## src/hw/rtl/stq_pkg.sv

```systemverilog
`timescale 1ns / 1ps
// ----------------------------------------------------------------------------
// stq_pkg: shared codes for the sorted timer queue
// Operation and result kind codes used by the datapath and the top level.
// ----------------------------------------------------------------------------
package stq_pkg;
  localparam logic [1:0] OP_START = 2'd0;
  localparam logic [1:0] OP_STOP  = 2'd1;
  localparam logic [1:0] OP_TICK  = 2'd2;

  localparam logic [1:0] KIND_DONE  = 2'd0;
  localparam logic [1:0] KIND_FIRED = 2'd1;
  localparam logic [1:0] KIND_NONE  = 2'd2;

  localparam int KEY_W = 32;
endpackage

```

## src/hw/rtl/stq_slot_mem.sv

```systemverilog
`timescale 1ns / 1ps
// ----------------------------------------------------------------------------
// stq_slot_mem: timer slot storage
// Expiry, period, periodic flag and order key per slot, one write port and
// one read port with registered read data.
// ----------------------------------------------------------------------------
module stq_slot_mem #(
  parameter int NUM_TIMERS = 16,
  parameter int TICK_WIDTH = 32,
  parameter int ID_W       = 4,
  parameter int WORD_W     = 2 * TICK_WIDTH + 1 + 32
) (
  input  logic              clk,
  input  logic              we,
  input  logic [ID_W-1:0]   waddr,
  input  logic [WORD_W-1:0] wdata,
  input  logic [ID_W-1:0]   raddr,
  output logic [WORD_W-1:0] rdata_r
);
  logic [WORD_W-1:0] mem [NUM_TIMERS];

  // write and registered read
  always_ff @(posedge clk) begin
    if (we) begin
      mem[waddr] <= wdata;
    end
    rdata_r <= mem[raddr];
  end
endmodule

```

## src/hw/rtl/sorted_timer_queue.sv

```systemverilog
`timescale 1ns / 1ps
// ----------------------------------------------------------------------------
// sorted_timer_queue: sorted one-shot and periodic timer queue
// Slot state lives in a single-port-read memory; a sequencer scans it.
// ----------------------------------------------------------------------------
// Usage:
//   Drive in_* and raise start while busy is low to issue a transaction:
//   start timer, stop timer or tick. Results appear on out_* for one cycle
//   with out_valid high; out_last marks the final result of a transaction.
//   A start passes through the enqueue and response states, a stop or
//   undefined op through the response state only; each answers with its one
//   result in the first cycle after busy falls.
//   A tick scans all NUM_TIMERS slots through the memory read port, one slot
//   a cycle, to find the earliest due timer, fires it, and scans again.
//   Each firing is shown one firing late so the final one carries out_last;
//   the final result appears in the first cycle after busy falls.
//   When the insertion counter saturates, a renumbering pass runs inside
//   the transaction.
//   Reset clears the queued marks and the insertion counter; the memory is
//   not cleared and needs no pass. The receiver cannot stall: every result
//   is taken in the cycle it is shown.
// ----------------------------------------------------------------------------
module sorted_timer_queue #(
  parameter int NUM_TIMERS = 16,
  parameter int TICK_WIDTH = 32
) (
  input  logic                  clk,
  input  logic                  rst_n,
  input  logic                  start,
  output logic                  busy,
  input  logic [1:0]            in_op,
  input  logic [3:0]            in_timer_id,
  input  logic [TICK_WIDTH-1:0] in_delay,
  input  logic                  in_periodic,
  input  logic [TICK_WIDTH-1:0] in_now_tick,
  output logic                  out_valid,
  output logic [1:0]            out_kind,
  output logic [3:0]            out_fired_id,
  output logic                  out_last
);
  import stq_pkg::*;

  localparam int ID_W   = (NUM_TIMERS > 1) ? $clog2(NUM_TIMERS) : 1;
  localparam int CNT_W  = $clog2(NUM_TIMERS + 1);
  localparam int WORD_W = 2 * TICK_WIDTH + 1 + KEY_W;

  localparam logic [2:0] S_IDLE  = 3'd0;
  localparam logic [2:0] S_SCAN  = 3'd1;
  localparam logic [2:0] S_FIRE  = 3'd2;
  localparam logic [2:0] S_RSCAN = 3'd3;
  localparam logic [2:0] S_RPUT  = 3'd4;
  localparam logic [2:0] S_ENQ   = 3'd5;
  localparam logic [2:0] S_RESP  = 3'd6;

  logic [2:0]            state_r, state_nxt;
  logic [NUM_TIMERS-1:0] queued_r, queued_nxt;
  logic [NUM_TIMERS-1:0] fired_r, fired_nxt;
  logic [NUM_TIMERS-1:0] done_r, done_nxt;
  logic [KEY_W-1:0]      ctr_r, ctr_nxt;
  logic [3:0]            id_r;
  logic [TICK_WIDTH-1:0] now_r;
  logic                  any_r, any_nxt;
  logic [CNT_W-1:0]      rcnt_r, rcnt_nxt;
  logic [ID_W:0]         scan_r, scan_nxt;
  logic                  rvld_r;
  logic [ID_W-1:0]       rid_r;
  logic                  have_r, have_nxt;
  logic [ID_W-1:0]       pick_r, pick_nxt;
  logic [TICK_WIDTH-1:0] pexp_r, pexp_nxt;
  logic [KEY_W-1:0]      pkey_r, pkey_nxt;
  logic [TICK_WIDTH-1:0] pper_r, pper_nxt;
  logic                  prep_r, prep_nxt;
  logic                  enq_tick_r, enq_tick_nxt;
  logic [3:0]            pend_id_r, pend_id_nxt;

  // hold pending entry through renumbering
  logic [TICK_WIDTH-1:0] sexp_r, sper_r;
  logic                  srep_r;
  logic [ID_W-1:0]       sid_r;

  logic                  we;
  logic [ID_W-1:0]       waddr, raddr;
  logic [WORD_W-1:0]     wdata, rdata_r;
  logic [TICK_WIDTH-1:0] r_exp, r_per;
  logic                  r_rep;
  logic [KEY_W-1:0]      r_key;
  logic                  id_ok;
  logic [ID_W-1:0]       in_slot;
  logic                  ov, ol;
  logic [1:0]            ok;
  logic [3:0]            oi;
  logic [TICK_WIDTH-1:0] p1;

  stq_slot_mem #(
    .NUM_TIMERS(NUM_TIMERS), .TICK_WIDTH(TICK_WIDTH), .ID_W(ID_W), .WORD_W(WORD_W)
  ) u_mem (
    .clk(clk), .we(we), .waddr(waddr), .wdata(wdata), .raddr(raddr), .rdata_r(rdata_r)
  );

  assign {r_exp, r_per, r_rep, r_key} = rdata_r;
  assign raddr   = scan_r[ID_W-1:0];
  assign id_ok   = (32'(in_timer_id) < NUM_TIMERS);
  assign in_slot = ID_W'(in_timer_id);
  assign busy    = (state_r != S_IDLE);
  assign p1      = (pper_r == '0) ? TICK_WIDTH'(1) : pper_r;

  // sequencer
  always_comb begin
    logic cand;
    logic better;
    state_nxt = state_r; queued_nxt = queued_r; fired_nxt = fired_r;
    done_nxt = done_r; ctr_nxt = ctr_r; any_nxt = any_r; rcnt_nxt = rcnt_r;
    scan_nxt = scan_r; have_nxt = have_r; pick_nxt = pick_r; pexp_nxt = pexp_r;
    pkey_nxt = pkey_r; pper_nxt = pper_r; prep_nxt = prep_r; enq_tick_nxt = enq_tick_r;
    pend_id_nxt = pend_id_r;
    we = 1'b0; waddr = pick_r; wdata = {pexp_r, pper_r, prep_r, pkey_r};
    ov = 1'b0; ok = KIND_DONE; oi = id_r; ol = 1'b1;
    cand = 1'b0; better = 1'b0;
    case (state_r)
      S_IDLE: begin
        scan_nxt = '0; have_nxt = 1'b0;
        if (start) begin
          fired_nxt = '0; any_nxt = 1'b0;
          if (in_op == OP_START && id_ok) begin
            queued_nxt[in_slot] = 1'b0;
            pick_nxt = in_slot;
            pexp_nxt = in_now_tick + in_delay;
            pper_nxt = in_periodic ? in_delay : '0;
            prep_nxt = in_periodic;
            enq_tick_nxt = 1'b0;
            state_nxt = S_ENQ;
          end else if (in_op == OP_TICK) begin
            state_nxt = S_SCAN;
          end else begin
            if (in_op == OP_STOP && id_ok) queued_nxt[in_slot] = 1'b0;
            state_nxt = S_RESP;
          end
        end
      end
      S_RESP: begin
        ov = 1'b1;
        state_nxt = S_IDLE;
      end
      S_ENQ: begin
        // renumber first when the counter is full
        if (ctr_r == '1) begin
          queued_nxt[pick_r] = 1'b0;
          done_nxt = '0; rcnt_nxt = '0; scan_nxt = '0; have_nxt = 1'b0;
          state_nxt = S_RSCAN;
        end else begin
          we = 1'b1;
          wdata = {pexp_r, pper_r, prep_r, ctr_r};
          ctr_nxt = ctr_r + 1'b1;
          queued_nxt[pick_r] = 1'b1;
          if (enq_tick_r) begin
            scan_nxt = '0; have_nxt = 1'b0; state_nxt = S_SCAN;
          end else begin
            state_nxt = S_RESP;
          end
        end
      end
      S_SCAN: begin
        // compare the slot read last cycle against the best so far
        if (rvld_r) begin
          cand = queued_r[rid_r] && !fired_r[rid_r] && (r_exp <= now_r);
          better = !have_r || (r_exp < pexp_r) || (r_exp == pexp_r && r_key < pkey_r);
          if (cand && better) begin
            have_nxt = 1'b1; pick_nxt = rid_r; pexp_nxt = r_exp;
            pkey_nxt = r_key; pper_nxt = r_per; prep_nxt = r_rep;
          end
        end
        if (scan_r <= (ID_W+1)'(NUM_TIMERS - 1)) scan_nxt = scan_r + 1'b1;
        else if (!rvld_r) state_nxt = have_r ? S_FIRE : S_IDLE;
      end
      S_FIRE: begin
        // show the previous firing and hold this one back
        fired_nxt[pick_r] = 1'b1; queued_nxt[pick_r] = 1'b0; any_nxt = 1'b1;
        ov = any_r; ok = KIND_FIRED; oi = pend_id_r; ol = 1'b0;
        pend_id_nxt = 4'(pick_r);
        if (prep_r) begin
          pexp_nxt = now_r + p1; enq_tick_nxt = 1'b1; state_nxt = S_ENQ;
        end else begin
          scan_nxt = '0; have_nxt = 1'b0; state_nxt = S_SCAN;
        end
      end
      S_RSCAN: begin
        // find the smallest key not yet renumbered
        if (rvld_r) begin
          cand = queued_r[rid_r] && !done_r[rid_r];
          if (cand && (!have_r || r_key < pkey_r)) begin
            have_nxt = 1'b1; pick_nxt = rid_r; pexp_nxt = r_exp;
            pkey_nxt = r_key; pper_nxt = r_per; prep_nxt = r_rep;
          end
        end
        if (scan_r <= (ID_W+1)'(NUM_TIMERS - 1)) scan_nxt = scan_r + 1'b1;
        else if (!rvld_r) state_nxt = S_RPUT;
      end
      S_RPUT: begin
        if (have_r) begin
          we = 1'b1;
          wdata = {pexp_r, pper_r, prep_r, KEY_W'(rcnt_r)};
          done_nxt[pick_r] = 1'b1;
          rcnt_nxt = rcnt_r + 1'b1;
          scan_nxt = '0; have_nxt = 1'b0; state_nxt = S_RSCAN;
        end else begin
          // restore the pending entry and finish the insert
          ctr_nxt = KEY_W'(rcnt_r);
          pick_nxt = sid_r; pexp_nxt = sexp_r; pper_nxt = sper_r; prep_nxt = srep_r;
          state_nxt = S_ENQ;
        end
      end
      default: state_nxt = S_IDLE;
    endcase
    // end of tick: show the held firing as last, or report nothing due
    if (state_r == S_SCAN && state_nxt == S_IDLE) begin
      ov = 1'b1; ol = 1'b1;
      ok = any_r ? KIND_FIRED : KIND_NONE;
      oi = any_r ? pend_id_r : '0;
    end
  end

  always_ff @(posedge clk) begin
    if (!rst_n) begin
      state_r <= S_IDLE; queued_r <= '0; ctr_r <= '0; rvld_r <= 1'b0;
      out_valid <= 1'b0;
    end else begin
      state_r <= state_nxt; queued_r <= queued_nxt; ctr_r <= ctr_nxt;
      rvld_r <= (state_r == S_SCAN || state_r == S_RSCAN) &&
                (scan_r <= (ID_W+1)'(NUM_TIMERS - 1));
      out_valid <= ov;
    end
  end

  always_ff @(posedge clk) begin
    rid_r <= scan_r[ID_W-1:0];
    fired_r <= fired_nxt; done_r <= done_nxt; any_r <= any_nxt; rcnt_r <= rcnt_nxt;
    scan_r <= scan_nxt; have_r <= have_nxt; pkey_r <= pkey_nxt;
    enq_tick_r <= enq_tick_nxt; pend_id_r <= pend_id_nxt;
    if (state_r == S_ENQ && ctr_r == '1) begin
      sexp_r <= pexp_r; sper_r <= pper_r; srep_r <= prep_r; sid_r <= pick_r;
    end
    pick_r <= pick_nxt; pexp_r <= pexp_nxt; pper_r <= pper_nxt; prep_r <= prep_nxt;
    if (state_r == S_IDLE && start) begin
      id_r <= in_timer_id; now_r <= in_now_tick;
    end
    out_kind <= ok; out_fired_id <= oi; out_last <= ol;
  end
endmodule

```

## config.mk

```make
export PLATFORM = sky130hd
export DESIGN_NAME = sorted_timer_queue
export DESIGN_NICKNAME = d
export VERILOG_FILES = /design/src/hw/rtl/stq_pkg.sv /design/src/hw/rtl/stq_slot_mem.sv /design/src/hw/rtl/sorted_timer_queue.sv
export SDC_FILE = /design/constraint.sdc
export NUM_CORES = 2
export LEC_CHECK = 0
export ABC_AREA = 1
export BUFFER_PORTS_ARGS = -buffer_cell sky130_fd_sc_hd__buf_4
export CORE_MARGIN = 1
export CORE_UTILIZATION = 25
export DETAILED_ROUTE_END_ITERATION = 7
export PLACE_DENSITY = 0.42
export SYNTH_ARGS = -nofsm -noshare
export SYNTH_HDL_FRONTEND = slang
export SYNTH_SLANG_ARGS = --single-unit
```

## constraint.sdc

```tcl
create_clock -name clk -period 7.5 [get_ports clk]
set_clock_uncertainty 0.05 [all_clocks]
set_input_delay 0.75 -clock clk [delete_from_list [all_inputs] [get_ports clk]]
set_output_delay 0.75 -clock clk [all_outputs]
set_load 0.01 [all_outputs]
```

==> flow_summary.ini <==
[cells_and_area]
layout.nets = 7211
drive_gt1_frac = 0.0782
area_growth_pct = 15.3
nFillCells = 33526

[power_and_ir_drop]
power_frac_comb = 0.276
peakVddDrop_v = 0.000244
p_switching_mw = 13.3
power.total_mw = 36.6
sw_frac_of_total = 0.362
p_seq_frac = 0.439
power_density_nw_per_um2 = 386
clkPwrFrac = 0.285
p_int_mw = 23.3
p_leak_nw = 31.7

[drt]
num_vias = 55424
firstDrtPassIters = 6
antenna_left = 0
drt-wirelength-per-cell_um = 23.6
routed_wl_um = 271000
drc = 0
via_per_inst = 4.82
drt_iter0_drc = 4948

[critical_path]
crit_start = pper_r[28]
path_depth = 18
r2r-end = pexp_r[20]
path_delay_family = simple AND/OR/NAND/NOR gates
cp-endpoint = pexp_r[20]
crit_type = reg2reg
crit_path_end_kind = register
arrival_ns = 5.44
rrSetupSlack_ns = 2.63
critPathSlowestCell = nor4_1
reg2regPathDepth = 18
r2r-start = pper_r[28]
worstPathRequired_ns = 8.07
crit_path_cell_trace = nor4_1 -> nand4_1 -> o21bai_1 -> ha_1 -> inv_1 -> fa_1 -> inv_1 -> nand2_1 -> a21oi_2 -> a21oi_1 -> o21ai_0 -> nand2_1 -> nand2_1 -> nand2_1 -> nand2_1 -> nand2_1 -> nand3_1 -> nand3b_1
crit_buf_inv = 2
crit_path_frequent_cell = nand2_1
cpPeakStageDelay_ns = 0.75
cp-start-kind = register
cp_max_fo = 19

[place]
dp_hpwl_um = 145000
place.gp.congestion = 0.890
io_buffers = 82

[global_routing]
first_global_vias = 53730
grt_max_degree = 183
grt_overflow_total = 0
grt_usage = 0.159
grt_pass1_wl_um = 389000
antenna_found_initial = 10

[synthesis]
ys_async_sr_fraction = 0
synthCells = 6976
yosys.cell_types.count = 60
synth_area_leaders = edfxtp_1, o21ai_0, nor2_1
ys_seq_area_frac = 0.700
synth_ff_type = edfxtp_1
yosys.cell_count.top_type = edfxtp_1
avgSynthCellArea_um2 = 11.8
yosysWarnings = 0
synth_top_area_share = 0.661
synth-edff-count = 1807
synthTopCellsByCount = edfxtp_1, nor2_1, o21ai_0
ys_ff_latch = 1968
syn-num-nets = 7213
syn_area_um2 = 82100
synth_top_cell_by_area = edfxtp_1

[clock_network]
h-tree-depth = 4
cts.repair.resized = 0
cts_tree = done
cts_buffers = 219
root_buffer = clkbuf_16
clock_latency_ns = 0.91
holdBufCountCts = 11
clkSlewWorstSetupHoldPaths_ns = 0.06
clk_path_buf_depth = 4
cts.sinks = 1968
post_cts_buffers = 0

[floorplanning]
die_h_um = 575
dieWidth_um = 575
die_area_um2 = 331000
start_util = 0.251
core_um2 = 327000
io-pin-count = 83
rows = 210

[min_path]
hp-class = in2reg

[sta]
slew_violations = 0
setup_viol = 0
final-hold-violation-count = 0
period_minus_slack_ns = 4.87
worst_slew_pin_slew_ns = 1.33
tns_ns = 0
fmax_ghz = 0.205
relSlewSlack = 0.113
finalCritPeriodShare = 0.649
rsz0062_at_grt = false

[outcome]
status = complete, no violations

[flow_run]
cap_violations = 0
## how the worst min path moves through the flow
| stage | from | end | slack (ns) | cells past startpoint |
|---|---|---|---|---|
| finish | in_now_tick[19] | now_r[19] | 0.06 | 1 |
| global route | in_now_tick[19] | now_r[19] | 0.006 | 1 |
| CTS | in_now_tick[22] | now_r[22] | 0.0007 | 1 |
| detailed placement | u_mem.rdata_r[7] | pkey_r[7] | 0.37 | 0 |
| global placement | u_mem.rdata_r[4] | pkey_r[4] | 0.37 | 0 |
| floorplan | scan_r[2] | rid_r[2] | 0.29 | 0 |
## worst reg2reg max path, cell delays in order, from the launching register on
cell and delay (ns):
edfxtp_1 0.65, nor4_1 0.75, nand4_1 0.60, o21bai_1 0.32, ha_1 0.21, inv_1 0.06
fa_1 0.40, inv_1 0.08, nand2_1 0.08, a21oi_2 0.26, a21oi_1 0.14, o21ai_0 0.42
nand2_1 0.14, nand2_1 0.12, nand2_1 0.08, nand2_1 0.07, nand2_1 0.05, nand3_1 0.08
nand3b_1 0.07
## flip-flops by register name (all words and copies together) (netlist names), 32 cells and up
| signal | cells |
|---|---|
| now_r | 32 |
| sexp_r | 32 |
| ctr_r | 32 |
| sper_r | 32 |
| pper_r | 32 |
| u_mem.mem | 1552 |
| pkey_r | 32 |
| u_mem.rdata_r | 97 |
| pexp_r | 32 |
## cell type report
cell class	count	area, µm²	share of cell area
multi-input combinational	4255	21800	0.230
clock inverter	104	917	0.00969
inverter	340	1320	0.0139
sequential	1968	57500	0.607
timing repair buffer	190	1780	0.0188
antenna	1	2.50	0.0000264
tap	4346	5440	0.0574
clock buffer	293	5950	0.0629
## through the flow
| stage | hold slack [ns] | instances | setup slack (ns) | util | area [µm²] |
|---|---|---|---|---|---|
| floorplan | 0.293 | 6976 | 1.30 | - | 82100 |
| global placement | 0.368 | 11086 | 2.39 | 0.268 | 87700 |
| detailed placement | 0.373 | 11086 | 2.61 | 0.268 | 87700 |
| CTS | 0.000667 | 11494 | 2.61 | 0.289 | 94700 |
| global route | 0.00600 | 11497 | 2.30 | 0.289 | 94700 |
| finish | 0.0556 | 11497 | 2.63 | 0.289 | 94700 |
## layer usage
metal	part of all wire	GRT usage	vias to the layer above
met3	0.048	0.0215	299
met4	0.016	0.0297	0
li1	-	-	25320
met1	0.48	0.228	28389
met2	0.46	0.255	1416
met5	0	0	-
## placed cells by master, fill, tap and decap left out, types with 12 or more instances in the layout
cell and instances:
o21ai_1 38, o21ai_0 1000, a21o_1 16, nor3_1 37
dlygate4sd3_1 12, clkinv_1 40, a21oi_1 270, nand3_1 146
nand3b_1 15, a31oi_1 12, clkbuf_8 15, xor2_1 28
edfxtp_1 1807, nor4_1 13, nor2_1 1154, dfxtp_1 161
buf_4 152, buf_12 26, a22o_1 12, nand4_1 43
nand2_1 661, o22ai_1 471, clkbuf_1 57, clkinv_2 41
inv_1 319, clkbuf_16 221, a22oi_1 32, o211ai_1 23
bufinv_16 13, or2_2 13, ha_1 161, nor2_4 22
## power groups by stage
stage | registers [mW] | logic (mW) | clock network (mW)
after floorplan | 15.5 | 6.39 | 0
after global placement | 16.2 | 10.1 | 0
after detailed placement | 16.3 | 10.1 | 0
after CTS | 16.1 | 10.1 | 10.7
after global routing | 16.2 | 11.2 | 11.1
final | 16.1 | 10.1 | 10.4
## kinds of logic after synthesis
| logic type | share of synthesized area |
|---|---|
| adders and majority gates | 0.0250 |
| xor gates and xnor gates | 0.00363 |
| AOI/OAI and AO/OA | 0.129 |
| buffers and inverters | 0.0365 |
| and+or+nand+nor | 0.105 |
| DFF | 0.700 |
Note: power is estimated with default switching activity, not from simulation.
